### src/rtl/gregorian_date_add_days_macros.svh
// assertion macros shared by the date adder modules
`ifndef GREGORIAN_DATE_ADD_DAYS_MACROS_SVH
`define GREGORIAN_DATE_ADD_DAYS_MACROS_SVH

// condition holds in the same cycle as the trigger
`define GDAD_ASSERT_SAME(label, clk, rst_n, trig, cond) \
    label: assert property (@(posedge clk) disable iff (!rst_n) (trig) |-> (cond)) \
        else $error("date adder check failed");

// condition holds in the cycle after the trigger
`define GDAD_ASSERT_NEXT(label, clk, rst_n, trig, cond) \
    label: assert property (@(posedge clk) disable iff (!rst_n) (trig) |=> (cond)) \
        else $error("date adder check failed");

`endif

### src/rtl/gdad_pkg.sv
// types, constants and the month length table for the date adder
package gdad_pkg;

    // controller states
    typedef enum logic [2:0] {
        S_IDLE,
        S_MOD,
        S_CHECK,
        S_WALK,
        S_DONE
    } t_state;

    // controller to datapath commands
    typedef struct packed {
        logic load;
        logic mod_step;
        logic check;
        logic walk_step;
    } t_cmd;

    // datapath to controller status
    typedef struct packed {
        logic mod_last;
        logic bad_date;
        logic left_zero;
    } t_status;

    localparam logic [3:0] MONTH_JAN = 4'd1;
    localparam logic [3:0] MONTH_FEB = 4'd2;
    localparam logic [3:0] MONTH_DEC = 4'd12;
    localparam logic [4:0] DAY_FIRST = 5'd1;
    localparam logic [4:0] MOD_BASE  = 5'd25;

    // days in a month, zero for a month code that means nothing
    function automatic logic [4:0] month_len(input logic [3:0] month, input logic leap);
        logic [4:0] len;
        unique case (month)
            4'd1, 4'd3, 4'd5, 4'd7, 4'd8, 4'd10, 4'd12: len = 5'd31;
            4'd4, 4'd6, 4'd9, 4'd11:                     len = 5'd30;
            4'd2:                                        len = leap ? 5'd29 : 5'd28;
            default:                                     len = 5'd0;
        endcase
        return len;
    endfunction

endpackage

### src/rtl/gdad_ctrl.sv
// controller state machine for the date adder
`include "gregorian_date_add_days_macros.svh"

module gdad_ctrl (
    input  logic             i_clk,
    input  logic             i_rst_n,
    input  logic             start,
    input  gdad_pkg::t_status i_status,
    output gdad_pkg::t_cmd   o_cmd,
    output logic             busy,
    output logic             o_done
);

    gdad_pkg::t_state r_state;
    gdad_pkg::t_state n_state;

    // state register
    always_ff @(posedge i_clk) begin
        if (!i_rst_n) begin
            r_state <= gdad_pkg::S_IDLE;
        end else begin
            r_state <= n_state;
        end
    end

    // next state
    always_comb begin
        n_state = r_state;
        unique case (r_state)
            gdad_pkg::S_IDLE: begin
                if (start) n_state = gdad_pkg::S_MOD;
            end
            gdad_pkg::S_MOD: begin
                if (i_status.mod_last) n_state = gdad_pkg::S_CHECK;
            end
            gdad_pkg::S_CHECK: begin
                n_state = i_status.bad_date ? gdad_pkg::S_DONE : gdad_pkg::S_WALK;
            end
            gdad_pkg::S_WALK: begin
                if (i_status.left_zero) n_state = gdad_pkg::S_DONE;
            end
            gdad_pkg::S_DONE: begin
                n_state = gdad_pkg::S_IDLE;
            end
            default: begin
                n_state = gdad_pkg::S_IDLE;
            end
        endcase
    end

    // outputs
    always_comb begin
        o_cmd  = '0;
        busy   = 1'b1;
        o_done = 1'b0;
        unique case (r_state)
            gdad_pkg::S_IDLE: begin
                busy       = 1'b0;
                o_cmd.load = start;
            end
            gdad_pkg::S_MOD: begin
                o_cmd.mod_step = 1'b1;
            end
            gdad_pkg::S_CHECK: begin
                o_cmd.check = 1'b1;
            end
            gdad_pkg::S_WALK: begin
                o_cmd.walk_step = !i_status.left_zero;
            end
            gdad_pkg::S_DONE: begin
                o_done = 1'b1;
            end
            default: begin
                busy = 1'b1;
            end
        endcase
    end

    // a done strobe is a single cycle, followed by idle
    `GDAD_ASSERT_NEXT(a_done_to_idle, i_clk, i_rst_n, o_done, (!o_done && !busy))
    // an accepted request starts the year reduction
    `GDAD_ASSERT_NEXT(a_accept_mod, i_clk, i_rst_n, (start && !busy), (r_state == gdad_pkg::S_MOD))
    // an exhausted count in the walk ends the request next cycle
    `GDAD_ASSERT_NEXT(a_walk_end, i_clk, i_rst_n,
        ((r_state == gdad_pkg::S_WALK) && i_status.left_zero), o_done)

endmodule

### src/rtl/gdad_datapath.sv
// datapath for the date adder: year reduction, date check and month walk
`include "gregorian_date_add_days_macros.svh"

module gdad_datapath #(
    parameter int DAY_COUNT_BITS = 16,
    parameter int YEAR_BITS      = 16
) (
    input  logic                      i_clk,
    input  logic                      i_rst_n,
    input  gdad_pkg::t_cmd            i_cmd,
    input  logic [4:0]                i_start_day,
    input  logic [3:0]                i_start_month,
    input  logic [YEAR_BITS-1:0]      i_start_year,
    input  logic [DAY_COUNT_BITS-1:0] i_days_to_add,
    output gdad_pkg::t_status         o_status,
    output logic [4:0]                o_end_day,
    output logic [3:0]                o_end_month,
    output logic [YEAR_BITS-1:0]      o_end_year,
    output logic                      o_date_invalid,
    output logic                      o_year_overflow
);

    localparam int LW = (DAY_COUNT_BITS > 6) ? DAY_COUNT_BITS : 6;
    // reciprocal of 25 scaled by 2^RS, exact quotient for every year value
    localparam int RS = YEAR_BITS + 5;
    localparam int RW = YEAR_BITS + 1;
    localparam int PW = RS + YEAR_BITS;
    localparam logic [RW-1:0] RECIP = RW'(((64'd1 << RS) + 64'd24) / 64'd25);

    logic [4:0]                r_day;
    logic [3:0]                r_month;
    logic [YEAR_BITS-1:0]      r_year;
    logic [DAY_COUNT_BITS-1:0] r_left;
    logic [4:0]                r_mod25;
    logic [YEAR_BITS-1:0]      r_quot;
    logic                      r_mod_phase;
    logic                      r_invalid;
    logic                      r_wrap;

    logic       leap;
    logic [4:0] mlen;
    logic [4:0] rest;
    logic [LW-1:0] left_ext;
    logic [LW-1:0] rest_ext;
    logic [PW-1:0] year_prod;
    logic [4:0] mod_low;
    logic       year_top;

    // leap rule: divisible by 4, centuries only when divisible by 400
    assign leap = (r_year[1:0] == 2'b00)
               && !((r_mod25 == 5'd0) && (r_year[3:2] != 2'b00));
    assign mlen = gdad_pkg::month_len(r_month, leap);
    assign rest = mlen - r_day;
    assign left_ext = LW'(r_left);
    assign rest_ext = LW'(rest);
    assign year_top = (r_year == {YEAR_BITS{1'b1}});

    // year modulo 25: quotient by reciprocal multiply, then the low bits of year - 25q
    assign year_prod = PW'(r_year) * PW'(RECIP);
    assign mod_low   = r_year[4:0] - 5'(r_quot[4:0] * gdad_pkg::MOD_BASE);

    // status to the controller
    always_comb begin
        o_status.mod_last  = !r_mod_phase;
        o_status.bad_date  = (r_month == 4'd0) || (r_month > gdad_pkg::MONTH_DEC)
                          || (r_day == 5'd0) || (r_day > mlen);
        o_status.left_zero = (r_left == '0);
    end

    // working registers
    always_ff @(posedge i_clk) begin
        priority if (i_cmd.load) begin
            r_day       <= i_start_day;
            r_month     <= i_start_month;
            r_year      <= i_start_year;
            r_left      <= i_days_to_add;
            r_mod_phase <= 1'b1;
            r_invalid   <= 1'b0;
            r_wrap      <= 1'b0;
        end else if (i_cmd.mod_step) begin
            if (r_mod_phase) begin
                r_quot      <= year_prod[RS +: YEAR_BITS];
                r_mod_phase <= 1'b0;
            end else begin
                r_mod25 <= mod_low;
            end
        end else if (i_cmd.check) begin
            r_invalid <= o_status.bad_date;
        end else if (i_cmd.walk_step) begin
            if (left_ext > rest_ext) begin
                // leave this month for the first of the next
                r_left <= DAY_COUNT_BITS'(left_ext - rest_ext - LW'(1));
                r_day  <= gdad_pkg::DAY_FIRST;
                if (r_month == gdad_pkg::MONTH_DEC) begin
                    r_month <= gdad_pkg::MONTH_JAN;
                    if (year_top) begin
                        r_year  <= '0;
                        r_mod25 <= 5'd0;
                        r_wrap  <= 1'b1;
                    end else begin
                        r_year  <= r_year + YEAR_BITS'(1);
                        r_mod25 <= (r_mod25 == gdad_pkg::MOD_BASE - 5'd1) ? 5'd0
                                                                          : r_mod25 + 5'd1;
                    end
                end else begin
                    r_month <= r_month + 4'd1;
                end
            end else begin
                // the rest of the count fits in this month
                r_day  <= r_day + 5'(left_ext);
                r_left <= '0;
            end
        end
    end

    assign o_end_day       = r_day;
    assign o_end_month     = r_month;
    assign o_end_year      = r_year;
    assign o_date_invalid  = r_invalid;
    assign o_year_overflow = r_wrap;

    // the walk only ever sees a real month
    `GDAD_ASSERT_SAME(a_walk_month, i_clk, i_rst_n, i_cmd.walk_step,
        ((r_month >= gdad_pkg::MONTH_JAN) && (r_month <= gdad_pkg::MONTH_DEC)))
    // the walk never holds day zero
    `GDAD_ASSERT_SAME(a_walk_day, i_clk, i_rst_n, i_cmd.walk_step, (r_day != 5'd0))
    // a flagged date is never walked
    `GDAD_ASSERT_SAME(a_walk_valid, i_clk, i_rst_n, i_cmd.walk_step, !r_invalid)

endmodule

### src/rtl/gregorian_date_add_days.sv
// top level of the gregorian date adder
//
// Adds a count of days to a Gregorian date (day, month, year).
// Request: drive i_start_day, i_start_month, i_start_year, i_days_to_add
// and raise start; the request is taken at a clock edge where start is
// high and busy is low. Inputs are sampled at that edge only.
// Result: o_done is high for exactly one cycle, and o_end_day,
// o_end_month, o_end_year, o_date_invalid, o_year_overflow are valid in
// that cycle. The receiver cannot stall; the result must be taken then.
// From accept to the o_done cycle the controller runs the year reduction,
// the date check and the month walk. The walk crosses the month boundaries
// (up to about 2150 for a 16-bit count), then adds any days left after the
// last boundary in a final step; an invalid date skips the walk.
// The year is first reduced modulo 25 by a reciprocal multiply, quotient
// then remainder, for the leap rule; then the walk crosses one month per
// cycle through the month length table. One request at a time; busy drops
// in the cycle after o_done, so a new request may follow.
// Reset (i_rst_n low, synchronous) returns the controller to idle and
// drops any request in flight; no result is given for it.
module gregorian_date_add_days #(
    parameter int DAY_COUNT_BITS = 16,
    parameter int YEAR_BITS      = 16
) (
    input  logic                      i_clk,
    input  logic                      i_rst_n,
    input  logic                      start,
    output logic                      busy,
    input  logic [4:0]                i_start_day,
    input  logic [3:0]                i_start_month,
    input  logic [YEAR_BITS-1:0]      i_start_year,
    input  logic [DAY_COUNT_BITS-1:0] i_days_to_add,
    output logic                      o_done,
    output logic [4:0]                o_end_day,
    output logic [3:0]                o_end_month,
    output logic [YEAR_BITS-1:0]      o_end_year,
    output logic                      o_date_invalid,
    output logic                      o_year_overflow
);

    gdad_pkg::t_cmd    cmd;
    gdad_pkg::t_status status;

    // sequencing
    gdad_ctrl u_ctrl (
        .i_clk    (i_clk),
        .i_rst_n  (i_rst_n),
        .start    (start),
        .i_status (status),
        .o_cmd    (cmd),
        .busy     (busy),
        .o_done   (o_done)
    );

    // arithmetic and date registers
    gdad_datapath #(
        .DAY_COUNT_BITS (DAY_COUNT_BITS),
        .YEAR_BITS      (YEAR_BITS)
    ) u_datapath (
        .i_clk           (i_clk),
        .i_rst_n         (i_rst_n),
        .i_cmd           (cmd),
        .i_start_day     (i_start_day),
        .i_start_month   (i_start_month),
        .i_start_year    (i_start_year),
        .i_days_to_add   (i_days_to_add),
        .o_status        (status),
        .o_end_day       (o_end_day),
        .o_end_month     (o_end_month),
        .o_end_year      (o_end_year),
        .o_date_invalid  (o_date_invalid),
        .o_year_overflow (o_year_overflow)
    );

endmodule
### config.mk
export PLATFORM = sky130hd
export DESIGN_NAME = gregorian_date_add_days
export DESIGN_NICKNAME = d
export VERILOG_FILES = /design/src/rtl/gdad_pkg.sv /design/src/rtl/gdad_ctrl.sv /design/src/rtl/gdad_datapath.sv /design/src/rtl/gregorian_date_add_days.sv
export VERILOG_INCLUDE_DIRS = /design/src /design/src/rtl
export SDC_FILE = /design/constraint.sdc
export NUM_CORES = 1
export LEC_CHECK = 0
export BUFFER_PORTS_ARGS = -buffer_cell sky130_fd_sc_hd__buf_4
export CORE_AREA = 5 5 153 111
export DETAILED_ROUTE_END_ITERATION = 12
export DIE_AREA = 0 0 158 116
export GPL_ROUTABILITY_DRIVEN = 0
export HOLD_SLACK_MARGIN = 0.08
export PLACE_DENSITY = 0.74
export SETUP_SLACK_MARGIN = 0.02
export SKIP_CTS_REPAIR_TIMING = 1
export SYNTH_ARGS = -nofsm -noshare
export SYNTH_HDL_FRONTEND = slang
export SYNTH_SLANG_ARGS = --single-unit
### constraint.sdc
create_clock -name i_clk -period 7.1 [get_ports i_clk]
set_input_delay 0.71 -clock i_clk [delete_from_list [all_inputs] [get_ports i_clk]]
set_output_delay 0.71 -clock i_clk [all_outputs]
set_load 0.005 [all_outputs]
* Word-level counts from Yosys, hierarchy flattened
Index checks and enable logic that the tools add are counted.
Cells by class: mux-type cells 44, $lt $le $gt $ge 3, $mul 2, $add $sub $neg 8, bitwise operators 3, equal/unequal tests 25, reduce and logical (&&, ||, !) cells 30
Operators by type and width (number):
- $mux 16 | 12
- $mux 5 | 13
- $mul 16x17->26 const B | 1
- $mux 4 | 6
- $eq 4x4->1 const B | 5
- $add 16x1->16 const B | 1
- $eq 16x16->1 const B | 1
- $eq 4x3->1 const B | 4
- $gt 16x5->1 | 1
- $logic_not 16->1 | 1
- $sub 16x1->16 const B | 1
- $sub 16x5->16 | 1
- $pmux 5 s3 | 1
- $reduce_bool 2->1 | 7
- $mux 3 | 4
- $pmux 3 s4 | 1
- $reduce_and 6->1 | 2
- $logic_not 5->1 | 2
- $sub 5x5->5 | 2
- $reduce_and 3->1 | 3
- $eq 4x2->1 const B | 2
- $ne 2x1->1 const B | 4
- $mux 1 | 7
- $reduce_or 7->1 | 1
- other kinds (23) | 32
Storage, ports and cells: word-level logic and storage cells 125, bits of input ports 44, flip-flop bits (word level) 57, output and inout port bits 29

* Longest topological paths before layout
word-level depth 14, depth in mapped cells 21, mapped depth without buffers 20

* Cells and area by module
A second synthesis with hierarchy kept.
Unflattened totals: cell total of the unflattened synthesis 865, area total of the unflattened synthesis 8410.6 um^2
Modules (own cells, without submodules):
- gdad_datapath | seq. area each 1591.5 um^2, cells an instance 844, area each 8215.4 um^2, times used 1
- gdad_ctrl | seq. area each 60.1 um^2, cells an instance 21, area each 195.2 um^2, times used 1

* Least setup slack after synthesis
Ideal clock, no wire load.
kind reg-to-reg, start point register u_datapath.r_year[4] (netlist: u_datapath.o_end_year[4]), end point register u_datapath.r_quot[2] (data pin), period minus slack after synthesis 5604 ps, arrival 5346 ps, setup time 258 ps, data required time 6842 ps, path slack 1496 ps, cell stages (with the launch flop) 18, path through edfxtp_1 > inv_1 > fa_1 > inv_1 > fa_1 > fa_1 > fa_1 > fa_1 > inv_1 > fa_1 > inv_1 > ha_1 > nand2_1 > o21ai_0 > or4_1 > a221o_1 > a31oi_1 > xnor2_1
On the way: longest elaborated chain between the ends 1
RTL lines:
- start, declared | line gdad_datapath.sv:32 | logic [YEAR_BITS-1:0] r_year;
- start signal, assigned | line gdad_datapath.sv:75 | r_year <= i_start_year;
- start signal, assigned | line gdad_datapath.sv:101 | r_year <= r_year + YEAR_BITS'(1);
- $mul 16x17->26 | line gdad_datapath.sv:59 | assign year_prod = PW'(r_year) * PW'(RECIP);
- net u_datapath.year_prod[23] | line gdad_datapath.sv:45 | logic [PW-1:0] year_prod;
- end signal, assigned | line gdad_datapath.sv:82 | r_quot <= year_prod[RS +: YEAR_BITS];
- end, declared | line gdad_datapath.sv:35 | logic [YEAR_BITS-1:0] r_quot;
The timed path passes the listed nets, and every way through them passes these cells. A chain may end at the register's enable or synchronous reset.

* Worst setup path after layout
Same ends and word-level chain as after synthesis.

==> metrics list <==
- Outcome: completed
* GRT Residual Overflow: 0
* Seq cells post-synth: 57
- The min-delay analysis places its worst path in the category reg -> reg.
- Hold Vio Cnt, Final: 0
- Largest net degree at the start of global routing: 65
- Gr usage total: 23.5%
- Start-to-end type of the worst setup path: reg -> reg
- Among all flip-flop cells after synthesis, the most frequent one is edfxtp_1.
* Footprint of the flip-flops and latches: 0.00165 mm^2
- Number of warnings issued by yosys: 0
- Worst-case hold slack: 0.482 ns
- The total count of max-transition violations in the final report was 0.
- Combinational family with the most area after synthesis: adder cells
* Worst-case clock skew: 0.00608 ns
* Port Buffer Count: 72
- In the final timing run, aggregate negative setup slack is 0 ns.
- In the final routed layout, each cell accounts on average for 17.9 um.
- Setup slack after placement: 1.16 ns
* RSZ-0062 raised after global routing: no
* Area share of and/or/nand/nor cells after synthesis: 9.88%
- Leaving out fill and tap cells, the most frequent cell in the layout is inv_1.
- Timing would allow up to 167 MHz.
- Min cycle time layout: 5.99 ns
* Synthesized-area fraction occupied by adder cells: 43.9%
- For this run, the post-layout net count is 1,207.
- Number of top-level design ports: 73
* Multiplexer share of the synthesized area: 0.121%
- Using the TritonRoute via totals, the vias-per-cell ratio works out to 5.52.
* Worst setup SP type: flip-flop
- Along the worst path, the maximum fanout reaches 9.
- TritonCTS built the clock tree.
- In the layout the commonest cells are inv_1 (187), ha_1 (132), fa_1 (99).
* Via count of the first global-routing pass: 6,368
- EDFF count, synth: 51
- Max-cap violations in this run came to 0.
* Net count after synthesis: 1,135
- The count of nets left with antenna violations once routing finished came out at 0.
- At the pin with the least slew margin, the transition time is 0.836 ns.
* Synthesis-to-layout area growth: 12.5%
- Setup slack on the critical path of the routed design comes to 1.11 ns.
* Post-Syn Area: 0.00827 mm^2
- Crit path capture type: flip-flop
* Ratio of cells with drive above 1 in the final layout: 10.5%
- The routed layout has 6,281 vias.
- The first detailed-routing pass took 5 iterations.
- The initial antenna violation count came to 0.
* Seq/Total Area, Yosys: 20.0%
- The final critical path takes up 84.4% of the cycle.
* Complex-gate fraction of the synthesized area: 10.6%
* Area of the core: 0.0153 mm^2
* Clock latency reported for the late side of the worst-skew pair: 0.33 ns
- In the final layout, the multi-input gates occupy 0.00586 mm^2.
- In this run, the number of DRC markers left after iteration 0 of detailed routing was 553.
* Clock buffer depth: 2
- Buffer type at the clock tree root: clkbuf_16
* Clock H-tree levels: 3
- Overall routed net length: 20.4 mm
- The first global-routing pass estimated 33.1 mm of wire.
- DIE AREA: 0.0183 mm^2
- Worst-case headroom to the max-slew limit: 44.2%
- Detailed-placement wirelength estimate: 17.3 mm
- For the worst setup path, the data required time is 7.17 ns.
- Async set-reset flop share out of synthesis: 0%
* Arrival @ worst endpoint: 6.07 ns
* Number of fill cells in the layout: 1,301
- Counting distinct cell types in the post-synthesis netlist gives 52.
* TritonCTS buffer count: 9
- Number of sinks handled by clock tree synthesis: 57
- Setup violations remaining at the end of the flow were counted as 0.
- DRC violations left: 0
- Once the floorplan was initialized, standard cells occupied 54.2% of the core.
- Clock transition at the register clock pins on the worst setup and hold paths after CTS: 0.06 ns
- Each instance of the synthesized netlist takes up on average 9.62 um^2.
* Die width: 158 um
- Num rows: 38
* Antenna Cells: 0
* Share of the synthesized netlist area taken by xor and xnor gates: 6.35%
* Gate Count Post-Synth: 860
- Die outline height: 116 um
[Yosys cell counts, types with 3 or more instances]
library cell / number / area share, %
a2111oi_0: 3 / 0.32
a21o_1: 10 / 0.91
a21oi_1: 32 / 1.9
a31oi_1: 6 / 0.45
and3_1: 5 / 0.38
buf_1: 3 / 0.14
clkbuf_1: 8 / 0.36
dfxtp_1: 6 / 1.5
edfxtp_1: 51 / 19
fa_1: 99 / 24
ha_1: 132 / 20
inv_1: 187 / 8.5
nand2_1: 79 / 3.6
nand2b_1: 3 / 0.23
nand3_1: 14 / 0.85
nand3b_1: 4 / 0.36
nand4_1: 6 / 0.45
nor2_1: 27 / 1.2
nor2b_1: 7 / 0.53
nor3_1: 13 / 0.79
o21a_1: 6 / 0.54
o21ai_0: 37 / 2.2
o21bai_1: 5 / 0.45
o22ai_1: 5 / 0.38
o31ai_1: 20 / 1.8
or4_1: 3 / 0.27
xnor2_1: 42 / 4.4
xor2_1: 18 / 1.9
[final timing paths]
| path | startpoint | endpoint | slack, ns | cells after the start |
|---|---|---|---|---|
| worst min-delay path | u_datapath.o_year_overflow$_SDFFE_PP0P_ | u_datapath.o_year_overflow$_SDFFE_PP0P_ | 0.48 | 2 |
| worst max-delay path | u_datapath.o_end_year[4]$_DFFE_PP_ | u_datapath.r_quot[2]$_DFFE_PP_ | 1.11 | 17 |
| worst max register to register | u_datapath.o_end_year[4]$_DFFE_PP_ | u_datapath.r_quot[2]$_DFFE_PP_ | 1.11 | 17 |
| worst min register to register | u_datapath.o_year_overflow$_SDFFE_PP0P_ | u_datapath.o_year_overflow$_SDFFE_PP0P_ | 0.48 | 2 |
[critical path: stages, from the launching register on]
cell and delay (ns):
edfxtp_1 0.55, inv_1 0.19, fa_1 0.56, inv_1 0.12, fa_1 0.52, fa_1 0.55
fa_1 0.45, fa_1 0.55, inv_1 0.05, fa_1 0.53, inv_1 0.04, ha_1 0.33
nand2_1 0.08, o21ai_0 0.14, or4_1 0.48, a221o_1 0.32, a31oi_1 0.18, xnor2_1 0.09
[metal layers]
metal  vias up  wire length, um  track usage (%)
li1       2980                -                -
met5         -                0                0
met1      3059             9860             37.3
met4         0              143             3.81
met2       229             8640             33.5
met3        13             1770             5.19
[state kept, by name, summed over array words and instances (netlist names)]
register / count
u_datapath.r_mod_phase: 1
u_datapath.o_date_invalid: 1
u_datapath.r_quot: 5
u_ctrl.r_state: 3
u_datapath.o_end_day: 5
u_datapath.r_mod25: 5
u_datapath.o_end_month: 4
u_datapath.o_end_year: 16
u_datapath.left_ext: 16
u_datapath.o_year_overflow: 1
[kinds of logic (layout without fill, tap and decap cells)]
family	count (synthesis)	after routing
AO/OA/AOI/OAI	138	138
multiplexers	1	1
XOR/XNOR	60	60
AND/OR/NAND/NOR	172	172
buffers and inverters	201	278
flip-flops	57	57
adder cells (fa/ha/maj)	231	231
[stage by stage]
| stage | std cells | area [um^2] | utilization (%) |
|---|---|---|---|
| global route | 1137 | 9310 | 61.0 |
| CTS | 1137 | 9310 | 61.0 |
| floorplan | 860 | 8270 | - |
| global placement | 1121 | 9030 | 59.1 |
| detailed placement | 1121 | 9030 | 59.1 |
| finish | 1137 | 9310 | 61.0 |
[layout make-up]
class                           instances  area share [%]
Multi-Input combinational cell        602            63.0
Sequential cell                        57            17.7
Inverter                              187            7.54
Timing Repair Buffer                   75            6.05
Tap cell                              200            2.69
Clock buffer                           10            2.57
Clock inverter                          6           0.457
Power is left out: the tool's default activity adds up to more than one toggle a clock period on the data nets, which glitch-free logic cannot reach.
